--- config.mk ---
export PLATFORM = sky130hd
export DESIGN_NAME = i2c_register_access_master_flat
export DESIGN_NICKNAME = d
export VERILOG_FILES = /design/src/rtl/i2cra_pkg.sv /design/src/rtl/i2cra_req_if.sv /design/src/rtl/i2cra_rsp_if.sv /design/src/rtl/i2cra_csr_if.sv /design/src/rtl/i2cra_front.sv /design/src/rtl/i2cra_back.sv /design/src/rtl/i2c_register_access_master.sv /design/src/flat_wrapper.sv
export SDC_FILE = /design/constraint.sdc
export NUM_CORES = 1
export LEC_CHECK = 0
export BUFFER_PORTS_ARGS = -buffer_cell sky130_fd_sc_hd__buf_2
export CAP_MARGIN = 20
export CORE_MARGIN = 2
export CORE_UTILIZATION = 35
export CTS_BUF_LIST = sky130_fd_sc_hd__clkbuf_16
export CTS_CLUSTER_DIAMETER = 200
export CTS_CLUSTER_SIZE = 40
export DETAILED_ROUTE_END_ITERATION = 8
export PLACE_DENSITY_LB_ADDON = 0.25
export SETUP_SLACK_MARGIN = 0.02
export SYNTH_ARGS = -nofsm -noshare
export SYNTH_HDL_FRONTEND = slang
export SYNTH_HIERARCHICAL = 1
export SYNTH_SLANG_ARGS = --single-unit
--- constraint.sdc ---
create_clock -name clock -period 7.5 [get_ports clock]
set_clock_uncertainty 0.1 [all_clocks]
set_input_delay 2.25 -clock clock [delete_from_list [all_inputs] [get_ports clock]]
set_output_delay 2.25 -clock clock [all_outputs]
set_load 0.02 [all_outputs]
--- src/rtl/i2cra_pkg.sv ---
// ----------------------------------------------------------------------------
// I2C register access master: shared definitions
// Phase codes, transaction payload types, register indexes and reset values.
// ----------------------------------------------------------------------------
package i2cra_pkg;

   // Control and status register map
   localparam int CSR_INDEX_W = 2;
   localparam int CSR_DATA_W  = 16;

   typedef enum logic [CSR_INDEX_W-1:0] {
      CSR_DEVICE_ADDRESS    = 2'd0,
      CSR_HALF_PERIOD_TICKS = 2'd1,
      CSR_ACK_POLL_LIMIT    = 2'd2,
      CSR_UNUSED            = 2'd3
   } csr_index_type;

   localparam logic [6:0]  DEVICE_ADDRESS_RESET    = 7'd81;
   localparam logic [15:0] HALF_PERIOD_TICKS_RESET = 16'd50;
   localparam logic [7:0]  ACK_POLL_LIMIT_RESET    = 8'd100;

   // Depth of the queue between front and back
   localparam int QUEUE_DEPTH_DEFAULT = 2;

   // Bus sequencer phases
   typedef enum logic [4:0] {
      PH_IDLE     = 5'd0,
      PH_START_HI = 5'd1,
      PH_START_LO = 5'd2,
      PH_TX_DEVW  = 5'd3,
      PH_ACK1     = 5'd4,
      PH_TX_REG   = 5'd5,
      PH_ACK2     = 5'd6,
      PH_TX_DATA  = 5'd7,
      PH_ACK3     = 5'd8,
      PH_RS_PREP  = 5'd9,
      PH_RS_HI    = 5'd10,
      PH_RS_LO    = 5'd11,
      PH_TX_DEVR  = 5'd12,
      PH_ACK4     = 5'd13,
      PH_RX       = 5'd14,
      PH_MNACK    = 5'd15,
      PH_STOP_A   = 5'd16,
      PH_STOP_B   = 5'd17,
      PH_STOP_C   = 5'd18
   } phase_type;

   // Request kinds
   localparam logic REQ_WRITE = 1'b0;
   localparam logic REQ_READ  = 1'b1;

   // One tick of input
   typedef struct packed {
      logic       req_valid;
      logic       req_type;
      logic [7:0] reg_address;
      logic [7:0] write_data;
      logic       sda_sample;
   } item_type;

   // One tick of result
   typedef struct packed {
      logic       scl_level;
      logic       sda_level;
      logic       sda_drive;
      logic       busy_res;
      logic [7:0] read_data;
      logic       done_res;
      logic       nack_seen;
   } result_type;

   // Queue head handed from front to back
   typedef struct packed {
      logic     valid;
      logic     start;
      item_type item;
   } queue_head_type;

endpackage

--- src/rtl/i2cra_req_if.sv ---
// ----------------------------------------------------------------------------
// I2C register access master: request channel
// One tick of bus inputs per transaction.
// ----------------------------------------------------------------------------
interface i2cra_req_if;
   logic       valid;
   logic       ready;
   logic       req_valid;
   logic       req_type;
   logic [7:0] reg_address;
   logic [7:0] write_data;
   logic       sda_sample;

   modport source (output valid, req_valid, req_type, reg_address, write_data, sda_sample,
                   input ready);
   modport sink   (input valid, req_valid, req_type, reg_address, write_data, sda_sample,
                   output ready);
endinterface

--- src/rtl/i2cra_rsp_if.sv ---
// ----------------------------------------------------------------------------
// I2C register access master: response channel
// Line levels and status for one tick per transaction.
// ----------------------------------------------------------------------------
interface i2cra_rsp_if;
   logic       valid;
   logic       ready;
   logic       scl_level;
   logic       sda_level;
   logic       sda_drive;
   logic       busy_res;
   logic [7:0] read_data;
   logic       done_res;
   logic       nack_seen;

   modport source (output valid, scl_level, sda_level, sda_drive, busy_res, read_data,
                          done_res, nack_seen,
                   input ready);
   modport sink   (input valid, scl_level, sda_level, sda_drive, busy_res, read_data,
                         done_res, nack_seen,
                   output ready);
endinterface

--- src/rtl/i2cra_csr_if.sv ---
// ----------------------------------------------------------------------------
// I2C register access master: register write channel
// Index and data of one register write per transaction.
// ----------------------------------------------------------------------------
interface i2cra_csr_if;
   logic        valid;
   logic        ready;
   logic [1:0]  index;
   logic [15:0] data;

   modport source (output valid, index, data, input ready);
   modport sink   (input valid, index, data, output ready);
endinterface

--- src/rtl/i2cra_front.sv ---
// ----------------------------------------------------------------------------
// I2C register access master: front end
// Accept ticks, flag transaction starts and hold them in a short queue.
// ----------------------------------------------------------------------------
module i2cra_front
   import i2cra_pkg::*;
#(
   parameter int QUEUE_DEPTH = QUEUE_DEPTH_DEFAULT
) (
   input  logic           clock,
   input  logic           reset,
   i2cra_req_if.sink      req_ch,
   input  logic           pop,
   output queue_head_type head
);
   localparam int PTR_W = (QUEUE_DEPTH > 1) ? $clog2(QUEUE_DEPTH) : 1;
   localparam int CNT_W = $clog2(QUEUE_DEPTH + 1);
   localparam logic [PTR_W-1:0] LAST_PTR = PTR_W'(QUEUE_DEPTH - 1);
   localparam logic [CNT_W-1:0] FULL_CNT = CNT_W'(QUEUE_DEPTH);

   item_type         mem_ff [QUEUE_DEPTH];
   logic [PTR_W-1:0] wr_ptr_ff, wr_ptr_in;
   logic [PTR_W-1:0] rd_ptr_ff, rd_ptr_in;
   logic [CNT_W-1:0] count_ff, count_in;
   item_type         push_item;
   logic             push;

   assign req_ch.ready = (count_ff != FULL_CNT);
   assign push         = req_ch.valid && req_ch.ready;

   always_comb begin
      push_item.req_valid   = req_ch.req_valid;
      push_item.req_type    = req_ch.req_type;
      push_item.reg_address = req_ch.reg_address;
      push_item.write_data  = req_ch.write_data;
      push_item.sda_sample  = req_ch.sda_sample;
   end

   always_comb begin
      wr_ptr_in = wr_ptr_ff;
      rd_ptr_in = rd_ptr_ff;
      count_in  = count_ff;
      if (push) begin
         wr_ptr_in = (wr_ptr_ff == LAST_PTR) ? '0 : wr_ptr_ff + 1'b1;
      end
      if (pop) begin
         rd_ptr_in = (rd_ptr_ff == LAST_PTR) ? '0 : rd_ptr_ff + 1'b1;
      end
      if (push && !pop) begin
         count_in = count_ff + 1'b1;
      end else if (pop && !push) begin
         count_in = count_ff - 1'b1;
      end
   end

   always_ff @(posedge clock) begin
      if (reset) begin
         wr_ptr_ff <= '0;
         rd_ptr_ff <= '0;
         count_ff  <= '0;
      end else begin
         wr_ptr_ff <= wr_ptr_in;
         rd_ptr_ff <= rd_ptr_in;
         count_ff  <= count_in;
      end
   end

   always_ff @(posedge clock) begin
      if (push) begin
         mem_ff[wr_ptr_ff] <= push_item;
      end
   end

   // Classify: a start request is a tick with the request line raised
   always_comb begin
      head.valid = (count_ff != '0);
      head.item  = mem_ff[rd_ptr_ff];
      head.start = head.item.req_valid;
   end

endmodule

--- src/rtl/i2cra_back.sv ---
// ----------------------------------------------------------------------------
// I2C register access master: back end
// Advance the bus sequencer one tick per queued transaction, hold registers.
// ----------------------------------------------------------------------------
module i2cra_back
   import i2cra_pkg::*;
(
   input  logic           clock,
   input  logic           reset,
   input  queue_head_type head,
   output logic           pop,
   i2cra_csr_if.sink      csr_ch,
   i2cra_rsp_if.source    rsp_ch
);
   logic [6:0]  dev_addr_ff;
   logic [15:0] half_ticks_ff;
   logic [7:0]  poll_limit_ff;

   phase_type   phase_ff, phase_in;
   logic [3:0]  bit_ff, bit_in;
   logic [15:0] tick_ff, tick_in;
   logic [7:0]  shift_ff, shift_in;
   logic [7:0]  held_reg_ff, held_reg_in;
   logic [7:0]  held_data_ff, held_data_in;
   logic        held_read_ff, held_read_in;
   logic [7:0]  rx_byte_ff, rx_byte_in;
   logic        nack_ff, nack_in;

   logic        rsp_valid_ff;
   result_type  rsp_ff, rsp_in;

   logic [15:0] half_len;
   logic [7:0]  poll_len;
   logic [16:0] tick_inc;
   logic [15:0] tick_wrap;
   logic        elapsed;
   logic        poll_hit;
   logic        enter_en;
   phase_type   enter_ph;
   logic [7:0]  dev_byte;
   logic [7:0]  rx_shift;

   function automatic phase_type next_phase(input phase_type p, input logic is_read);
      phase_type n;
      unique case (p)
         PH_ACK2:  n = is_read ? PH_RS_PREP : PH_TX_DATA;
         PH_ACK3:  n = PH_STOP_A;
         PH_STOP_C: n = PH_IDLE;
         default:  n = phase_type'(p + 5'd1);
      endcase
      return n;
   endfunction

   assign pop          = head.valid && (!rsp_valid_ff || rsp_ch.ready);
   assign csr_ch.ready = 1'b1;

   assign half_len  = (half_ticks_ff == '0) ? 16'd1 : half_ticks_ff;
   assign poll_len  = (poll_limit_ff == '0) ? 8'd1 : poll_limit_ff;
   assign tick_inc  = {1'b0, tick_ff} + 17'd1;
   assign tick_wrap = tick_inc[15:0];
   assign elapsed   = (tick_inc >= {1'b0, half_len});
   assign poll_hit  = (tick_wrap >= {8'd0, poll_len});
   assign dev_byte  = {dev_addr_ff, 1'b0};
   assign rx_shift  = {shift_ff[6:0], head.item.sda_sample};

   always_comb begin
      phase_in     = phase_ff;
      bit_in       = bit_ff;
      tick_in      = tick_ff;
      shift_in     = shift_ff;
      held_reg_in  = held_reg_ff;
      held_data_in = held_data_ff;
      held_read_in = held_read_ff;
      rx_byte_in   = rx_byte_ff;
      nack_in      = nack_ff;
      enter_en     = 1'b0;
      enter_ph     = PH_IDLE;

      rsp_in.scl_level = 1'b1;
      rsp_in.sda_level = 1'b1;
      rsp_in.sda_drive = 1'b1;
      rsp_in.done_res  = 1'b0;
      rsp_in.busy_res  = (phase_ff != PH_IDLE);

      // Line levels from the state before this tick
      unique case (phase_ff)
         PH_START_LO, PH_RS_LO, PH_STOP_B: begin
            rsp_in.sda_level = 1'b0;
         end
         PH_RS_PREP: begin
            rsp_in.scl_level = 1'b0;
         end
         PH_STOP_A: begin
            rsp_in.scl_level = 1'b0;
            rsp_in.sda_level = 1'b0;
         end
         PH_TX_DEVW, PH_TX_REG, PH_TX_DATA, PH_TX_DEVR: begin
            rsp_in.scl_level = bit_ff[0];
            rsp_in.sda_level = shift_ff[~bit_ff[3:1]];
         end
         PH_ACK1, PH_ACK2, PH_ACK3, PH_ACK4: begin
            rsp_in.scl_level = (bit_ff == 4'd1);
            rsp_in.sda_drive = 1'b0;
         end
         PH_RX: begin
            rsp_in.scl_level = bit_ff[0];
            rsp_in.sda_drive = 1'b0;
         end
         PH_MNACK: begin
            rsp_in.scl_level = bit_ff[0];
         end
         default: begin
         end
      endcase

      // Sequencer advance
      unique case (phase_ff)
         PH_IDLE: begin
            if (head.start) begin
               held_reg_in  = head.item.reg_address;
               held_data_in = head.item.write_data;
               held_read_in = (head.item.req_type == REQ_READ);
               nack_in      = 1'b0;
               enter_en     = 1'b1;
               enter_ph     = PH_START_HI;
            end
         end
         PH_START_HI, PH_START_LO, PH_RS_PREP, PH_RS_HI, PH_RS_LO, PH_STOP_A,
         PH_STOP_B: begin
            if (elapsed) begin
               enter_en = 1'b1;
               enter_ph = next_phase(phase_ff, held_read_ff);
            end else begin
               tick_in = tick_wrap;
            end
         end
         PH_STOP_C: begin
            if (elapsed) begin
               enter_en        = 1'b1;
               enter_ph        = PH_IDLE;
               rsp_in.done_res = 1'b1;
            end else begin
               tick_in = tick_wrap;
            end
         end
         PH_TX_DEVW, PH_TX_REG, PH_TX_DATA, PH_TX_DEVR: begin
            if (elapsed) begin
               tick_in = '0;
               if (bit_ff == 4'd15) begin
                  enter_en = 1'b1;
                  enter_ph = next_phase(phase_ff, held_read_ff);
               end else begin
                  bit_in = bit_ff + 4'd1;
               end
            end else begin
               tick_in = tick_wrap;
            end
         end
         PH_RX: begin
            if (elapsed) begin
               tick_in = '0;
               if (bit_ff[0]) begin
                  shift_in = rx_shift;
               end
               if (bit_ff == 4'd15) begin
                  rx_byte_in = rx_shift;
                  enter_en   = 1'b1;
                  enter_ph   = PH_MNACK;
               end else begin
                  bit_in = bit_ff + 4'd1;
               end
            end else begin
               tick_in = tick_wrap;
            end
         end
         PH_MNACK: begin
            if (elapsed) begin
               tick_in = '0;
               if (bit_ff != 4'd0) begin
                  enter_en = 1'b1;
                  enter_ph = PH_STOP_A;
               end else begin
                  bit_in = 4'd1;
               end
            end else begin
               tick_in = tick_wrap;
            end
         end
         PH_ACK1, PH_ACK2, PH_ACK3, PH_ACK4: begin
            if (bit_ff == 4'd1) begin
               if (!head.item.sda_sample) begin
                  bit_in  = 4'd2;
                  tick_in = '0;
               end else if (poll_hit) begin
                  nack_in = 1'b1;
                  bit_in  = 4'd2;
                  tick_in = '0;
               end else begin
                  tick_in = tick_wrap;
               end
            end else if (elapsed) begin
               tick_in = '0;
               if (bit_ff == 4'd0) begin
                  bit_in = 4'd1;
               end else begin
                  enter_en = 1'b1;
                  enter_ph = next_phase(phase_ff, held_read_ff);
               end
            end else begin
               tick_in = tick_wrap;
            end
         end
         default: begin
            enter_en = 1'b1;
            enter_ph = PH_IDLE;
         end
      endcase

      if (enter_en) begin
         phase_in = enter_ph;
         bit_in   = '0;
         tick_in  = '0;
         unique case (enter_ph)
            PH_TX_DEVW: shift_in = dev_byte;
            PH_TX_REG:  shift_in = held_reg_in;
            PH_TX_DATA: shift_in = held_data_in;
            PH_TX_DEVR: shift_in = dev_byte | 8'd1;
            default:    shift_in = shift_in;
         endcase
      end

      rsp_in.read_data = rx_byte_in;
      rsp_in.nack_seen = nack_in;
   end

   always_ff @(posedge clock) begin
      if (reset) begin
         dev_addr_ff   <= DEVICE_ADDRESS_RESET;
         half_ticks_ff <= HALF_PERIOD_TICKS_RESET;
         poll_limit_ff <= ACK_POLL_LIMIT_RESET;
      end else if (csr_ch.valid) begin
         unique case (csr_index_type'(csr_ch.index))
            CSR_DEVICE_ADDRESS:    dev_addr_ff   <= csr_ch.data[6:0];
            CSR_HALF_PERIOD_TICKS: half_ticks_ff <= csr_ch.data;
            CSR_ACK_POLL_LIMIT:    poll_limit_ff <= csr_ch.data[7:0];
            default: begin
            end
         endcase
      end
   end

   always_ff @(posedge clock) begin
      if (reset) begin
         phase_ff     <= PH_IDLE;
         bit_ff       <= '0;
         tick_ff      <= '0;
         shift_ff     <= '0;
         held_reg_ff  <= '0;
         held_data_ff <= '0;
         held_read_ff <= 1'b0;
         rx_byte_ff   <= '0;
         nack_ff      <= 1'b0;
         rsp_valid_ff <= 1'b0;
      end else begin
         if (pop) begin
            phase_ff     <= phase_in;
            bit_ff       <= bit_in;
            tick_ff      <= tick_in;
            shift_ff     <= shift_in;
            held_reg_ff  <= held_reg_in;
            held_data_ff <= held_data_in;
            held_read_ff <= held_read_in;
            rx_byte_ff   <= rx_byte_in;
            nack_ff      <= nack_in;
            rsp_valid_ff <= 1'b1;
         end else if (rsp_ch.ready) begin
            rsp_valid_ff <= 1'b0;
         end
      end
   end

   always_ff @(posedge clock) begin
      if (pop) begin
         rsp_ff <= rsp_in;
      end
   end

   assign rsp_ch.valid     = rsp_valid_ff;
   assign rsp_ch.scl_level = rsp_ff.scl_level;
   assign rsp_ch.sda_level = rsp_ff.sda_level;
   assign rsp_ch.sda_drive = rsp_ff.sda_drive;
   assign rsp_ch.busy_res  = rsp_ff.busy_res;
   assign rsp_ch.read_data = rsp_ff.read_data;
   assign rsp_ch.done_res  = rsp_ff.done_res;
   assign rsp_ch.nack_seen = rsp_ff.nack_seen;

endmodule

--- src/rtl/i2c_register_access_master.sv ---
// ----------------------------------------------------------------------------
// I2C register access master
// Two-wire bus master for single-register writes and reads, one tick per
// transaction on the request channel.
// ----------------------------------------------------------------------------
// Every request transaction is one tick of the bus sequencer: it carries the
// start request fields and the sampled data line, and it yields exactly one
// response transaction with the line levels for that tick, busy, done, the
// last received byte and the nack flag. Throughput is one transaction per
// clock unless the response stalls. An accepted tick is registered into
// the request queue (QUEUE_DEPTH entries) and from its head into the
// response register. Either side may stall: the queue absorbs request
// bursts while the response register waits, and the sequencer advances
// only when a tick leaves the queue. A write runs start, device write
// byte, register address, data and stop, with an acknowledge poll after
// each byte; a read replaces the data byte with a repeated start, the
// device read byte, eight received bits MSB first, a master NACK clock
// and stop. Registers: device_address (index 0), half_period_ticks
// (index 1, ticks per line step, zero acts as one) and ack_poll_limit
// (index 2, ticks of acknowledge polling before nack, zero acts as one).
// Write registers only while no request or response transaction is pending;
// a write applies from the next tick on, even in the middle of a bus
// transaction, and a shorter half period ends the current step at once.
// ----------------------------------------------------------------------------
module i2c_register_access_master
   import i2cra_pkg::*;
#(
   parameter int QUEUE_DEPTH = QUEUE_DEPTH_DEFAULT
) (
   input  logic        clock,
   input  logic        reset,
   i2cra_req_if.sink   req_ch,
   i2cra_rsp_if.source rsp_ch,
   i2cra_csr_if.sink   csr_ch
);
   queue_head_type head;
   logic           pop;

   // Front: accept ticks and queue them
   i2cra_front #(
      .QUEUE_DEPTH (QUEUE_DEPTH)
   ) u_front (
      .clock  (clock),
      .reset  (reset),
      .req_ch (req_ch),
      .pop    (pop),
      .head   (head)
   );

   // Back: run the sequencer and hold the response
   i2cra_back u_back (
      .clock  (clock),
      .reset  (reset),
      .head   (head),
      .pop    (pop),
      .csr_ch (csr_ch),
      .rsp_ch (rsp_ch)
   );

endmodule

--- src/flat_wrapper.sv ---
// flat-port wrapper written by rule: the top's interface ports become plain ports
module i2c_register_access_master_flat import i2cra_pkg::*;
#(
   parameter int QUEUE_DEPTH = QUEUE_DEPTH_DEFAULT
)
  (clock, reset, req_ch_valid, req_ch_req_valid, req_ch_req_type, req_ch_reg_address, req_ch_write_data, req_ch_sda_sample, req_ch_ready, rsp_ch_valid, rsp_ch_scl_level, rsp_ch_sda_level, rsp_ch_sda_drive, rsp_ch_busy_res, rsp_ch_read_data, rsp_ch_done_res, rsp_ch_nack_seen, rsp_ch_ready, csr_ch_valid, csr_ch_index, csr_ch_data, csr_ch_ready);
  i2cra_req_if req_ch_i ();
  i2cra_rsp_if rsp_ch_i ();
  i2cra_csr_if csr_ch_i ();
  input  logic clock;
  input  logic reset;
  input wire logic [$bits(req_ch_i.valid)-1:0] req_ch_valid;
  input wire logic [$bits(req_ch_i.req_valid)-1:0] req_ch_req_valid;
  input wire logic [$bits(req_ch_i.req_type)-1:0] req_ch_req_type;
  input wire logic [$bits(req_ch_i.reg_address)-1:0] req_ch_reg_address;
  input wire logic [$bits(req_ch_i.write_data)-1:0] req_ch_write_data;
  input wire logic [$bits(req_ch_i.sda_sample)-1:0] req_ch_sda_sample;
  output wire logic [$bits(req_ch_i.ready)-1:0] req_ch_ready;
  output wire logic [$bits(rsp_ch_i.valid)-1:0] rsp_ch_valid;
  output wire logic [$bits(rsp_ch_i.scl_level)-1:0] rsp_ch_scl_level;
  output wire logic [$bits(rsp_ch_i.sda_level)-1:0] rsp_ch_sda_level;
  output wire logic [$bits(rsp_ch_i.sda_drive)-1:0] rsp_ch_sda_drive;
  output wire logic [$bits(rsp_ch_i.busy_res)-1:0] rsp_ch_busy_res;
  output wire logic [$bits(rsp_ch_i.read_data)-1:0] rsp_ch_read_data;
  output wire logic [$bits(rsp_ch_i.done_res)-1:0] rsp_ch_done_res;
  output wire logic [$bits(rsp_ch_i.nack_seen)-1:0] rsp_ch_nack_seen;
  input wire logic [$bits(rsp_ch_i.ready)-1:0] rsp_ch_ready;
  input wire logic [$bits(csr_ch_i.valid)-1:0] csr_ch_valid;
  input wire logic [$bits(csr_ch_i.index)-1:0] csr_ch_index;
  input wire logic [$bits(csr_ch_i.data)-1:0] csr_ch_data;
  output wire logic [$bits(csr_ch_i.ready)-1:0] csr_ch_ready;
  assign req_ch_i.valid = req_ch_valid;
  assign req_ch_i.req_valid = req_ch_req_valid;
  assign req_ch_i.req_type = req_ch_req_type;
  assign req_ch_i.reg_address = req_ch_reg_address;
  assign req_ch_i.write_data = req_ch_write_data;
  assign req_ch_i.sda_sample = req_ch_sda_sample;
  assign req_ch_ready = req_ch_i.ready;
  assign rsp_ch_valid = rsp_ch_i.valid;
  assign rsp_ch_scl_level = rsp_ch_i.scl_level;
  assign rsp_ch_sda_level = rsp_ch_i.sda_level;
  assign rsp_ch_sda_drive = rsp_ch_i.sda_drive;
  assign rsp_ch_busy_res = rsp_ch_i.busy_res;
  assign rsp_ch_read_data = rsp_ch_i.read_data;
  assign rsp_ch_done_res = rsp_ch_i.done_res;
  assign rsp_ch_nack_seen = rsp_ch_i.nack_seen;
  assign rsp_ch_i.ready = rsp_ch_ready;
  assign csr_ch_i.valid = csr_ch_valid;
  assign csr_ch_i.index = csr_ch_index;
  assign csr_ch_i.data = csr_ch_data;
  assign csr_ch_ready = csr_ch_i.ready;
  i2c_register_access_master #(.QUEUE_DEPTH(QUEUE_DEPTH)) u_core (.clock(clock), .reset(reset), .req_ch(req_ch_i), .rsp_ch(rsp_ch_i), .csr_ch(csr_ch_i));
endmodule
==> results.py <==
metrics = {
    "cells_and_area": {
        "layout_commonest_cell": "nand2_1",
        "layout_common_cells": "163 x nand2_1, 96 x dfxtp_1, 90 x a21oi_1",
        "stdcell_area_sq_um": 8680,
        "antenna_cells": 0,
        "nets": 956,
        "area_growth_pct": 13.6,
        "drive_gt1_frac": 0.153,
    },
    "grt": {
        "grt_pass1_wl_mm": 29.1,
        "grt-ovfl-total": 0,
        "grt_antenna_before_repair": 0,
        "track_usage": 0.161,
        "grt_max_degree": 41,
        "grt_pass1_vias": 5659,
    },
    "worst_setup_path": {
        "cp.arrival_ns": 5.03,
        "crit_type": "reg -> reg",
        "crit_chain": "ha_1 -> nand3_1 -> nor2_1 -> xor2_1 -> ha_1 -> a211oi_1 -> nor2_1 -> a2111oi_0 -> o211ai_1 -> and2_1 -> a32oi_4 -> or3b_1 -> o221ai_1 -> a31oi_1",
        "cp-start-kind": "flip-flop",
        "ff2ff_setup_slack_ns": 2.65,
        "cp_top_family": "compound AO/OA/AOI/OAI gates",
        "cp-end-kind": "flip-flop",
        "slowest_delay_ns": 0.55,
        "crit_buf_inv": 0,
        "slowest_stage": "a2111oi_0",
        "crit_required_ns": 7.68,
        "worstPathMaxFanout": 10,
    },
    "cts": {
        "cts_setup_buffers": 0,
        "insertion_delay_ns": 0.42,
        "post_cts_resized": 0,
        "cts_hold_buf": 0,
        "clkSlewWorstSetupHoldPaths_ns": 0.06,
        "cts_tree": "built",
        "clock-sinks": 148,
        "clockBufferDepth": 2,
        "clk_root_buffer_cell": "clkbuf_16",
        "htreeDepth": 4,
        "cts_buffers": 17,
    },
    "power_and_ir_drop": {
        "p_int_uw": 1580,
        "irDropWorstVdd_uv": 167,
        "p_seq_frac": 0.423,
        "power_frac_comb": 0.256,
        "power.leakage_uw": 0.00339,
        "power_density_nw_per_um2": 272,
        "p_sw_frac": 0.332,
        "p_sw_uw": 785,
        "clock_power_share": 0.320,
    },
    "logic_synthesis": {
        "synth_seq_cells": 148,
        "synth-simple-area-share": 0.191,
        "muxShareOfSynthArea": 0.0668,
        "netlist_instances": 836,
        "synth_area_sq_um": 7640,
        "ys_warn_count": 6,
        "syn_nets": 912,
        "async_flop_share": 0,
        "synth_top_family_by_area": "simple AND/OR/NAND/NOR gates",
        "synth_edf_count": 52,
        "synth_ff_type": "dfxtp_1",
        "synthAdderAreaFrac": 0.0557,
        "yosysSeqAreaShare": 0.456,
        "syn_avg_cell_area_sq_um": 9.14,
        "synth-xor-area-share": 0.0218,
        "synth_compound_area_frac": 0.163,
        "ys_types": 74,
    },
    "timing": {
        "fin_crit_sh": 0.646,
        "worst_slew_pin_slew_ns": 0.917,
        "timing.fmax_mhz": 206,
        "hold_viol": 0,
        "setup_viol": 0,
        "fin_setup_tns_ns": 0,
        "rsz0062_at_grt": "no",
        "maxSlewHeadroom": 0.389,
        "slew_violations": 0,
        "min_period_ns": 4.85,
    },
    "route": {
        "wl_mm": 17.8,
        "drtIter0Drc": 370,
        "wire_per_inst_um": 15.2,
        "ant_nets": 0,
        "routed_via_density": 5.13,
        "drc_errors": 0,
        "dr.pass1.iters": 5,
        "vias": 6023,
    },
    "hold_path": {
        "hp-class": "reg -> reg",
    },
    "placed_design": {
        "placed_cell_area_sq_um": 8160,
        "dpl.hpwl_mm": 12.7,
        "port_buffers": 57,
        "routabilityCongestion": 0.852,
    },
    "job": {
        "maxCapViolCount": 0,
    },
    "floorplan": {
        "dieWidth_um": 152,
        "io-pin-count": 59,
        "rows": 54,
        "die_h_um": 152,
        "dieArea_sq_um": 23000,
        "start_util": 0.353,
        "coreArea_sq_um": 21600,
    },
    "run_status": {
        "status": "finished, final reports clean",
    },
}
## flip-flops by register name (all words and copies together) (netlist names), 2 cells and up, named ones only
signal / count
u_core/u_front/mem_ff: 38
u_core/u_back/rsp_ch.read_data: 8
u_core/u_back/phase_ff: 5
u_core/u_back/bit_ff: 4
u_core/u_back/shift_ff: 8
u_core/u_back/rx_byte_ff: 8
u_core/u_back/half_ticks_ff: 16
u_core/u_back/held_reg_ff: 8
u_core/u_front/count_ff: 2
u_core/u_back/dev_addr_ff: 7
u_core/u_back/held_data_ff: 8
u_core/u_back/tick_ff: 16
u_core/u_back/poll_limit_ff: 8
## routing by layer
metal  vias to the layer above  global-route usage  wire (um)
li1                       3065                   -          -
met1                      2815               0.213       8450
met2                       122               0.263       8340
met3                        21              0.0305        676
met4                         0              0.0611        342
met5                         -                   0          0
## power by group through the flow
stage / clock [uW] / sequential [uW] / combinational (uW)
finish: 756 / 999 / 605
global route: 811 / 1010 / 675
CTS: 777 / 1000 / 609
detailed placement: 0 / 1020 / 603
global placement: 0 / 1020 / 607
floorplan: 0 / 1020 / 426
## cells in the mapped netlist, types with 16 or more instances
library cell	number	area [sq um]
nand2_1	163	612
dfxtp_1	96	1920
a21oi_1	90	450
edfxtp_1	52	1560
inv_1	42	158
nor2_1	39	146
ha_1	34	425
mux2_2	28	315
clkbuf_1	26	97.6
o21ai_0	21	105
nand3_1	20	100
nand2b_1	16	100
## kinds of logic (layout without fill, tap and decap cells)
kind of cell	Yosys count	count (layout)
xor gates and xnor gates	19	19
DFF	148	148
buffers and inverters	84	141
and+or+nand+nor	312	312
muxes	45	45
other	1	1
AOI/OAI and AO/OA	193	193
adders and majority gates	34	34
## worst paths after layout
path | from | endpoint | cells past startpoint
hold / removal | u_core/u_back/rx_byte_ff[2] | u_core/u_back/rx_byte_ff[2] | 2
setup reg to reg | u_core/u_back/tick_ff[0] | u_core/u_back/shift_ff[0] | 14
setup / recovery | u_core/u_back/tick_ff[0] | u_core/u_back/shift_ff[0] | 14
hold reg to reg | u_core/u_back/rx_byte_ff[2] | u_core/u_back/rx_byte_ff[2] | 2
## final cells by class
class | count | area [sq um]
Clock inverter | 15 | 93.8
Clock buffer | 17 | 425
Tap cell | 280 | 350
Inverter | 43 | 161
Sequential cell | 148 | 3480
Multi-Input combinational cell | 604 | 3810
Timing Repair Buffer | 66 | 357
Fill cell | 2214 | 12900
## worst register-to-register path, stage by stage (launching register included)
cell and delay (ns):
dfxtp_1 0.47, ha_1 0.24, nand3_1 0.32, nor2_1 0.22, xor2_1 0.29, ha_1 0.31
a211oi_1 0.26, nor2_1 0.08, a2111oi_0 0.55, o211ai_1 0.44, and2_1 0.29, a32oi_4 0.34
or3b_1 0.52, o221ai_1 0.22, a31oi_1 0.06
## per-stage QoR
step,std cells,hold slack [ns],power (uW),worst slack [ns],util
3_5_place_dp,1141,0.344,1620,2.66,0.377
6_report,1173,0.351,2360,2.65,0.401
5_1_grt,1173,0.367,2500,2.22,0.401
4_1_cts,1173,0.355,2390,2.63,0.401
3_3_place_gp,1140,0.338,1620,2.81,0.377
2_1_floorplan,836,0.332,1450,2.87,-
No activity file was read; power rests on OpenSTA's default activity.
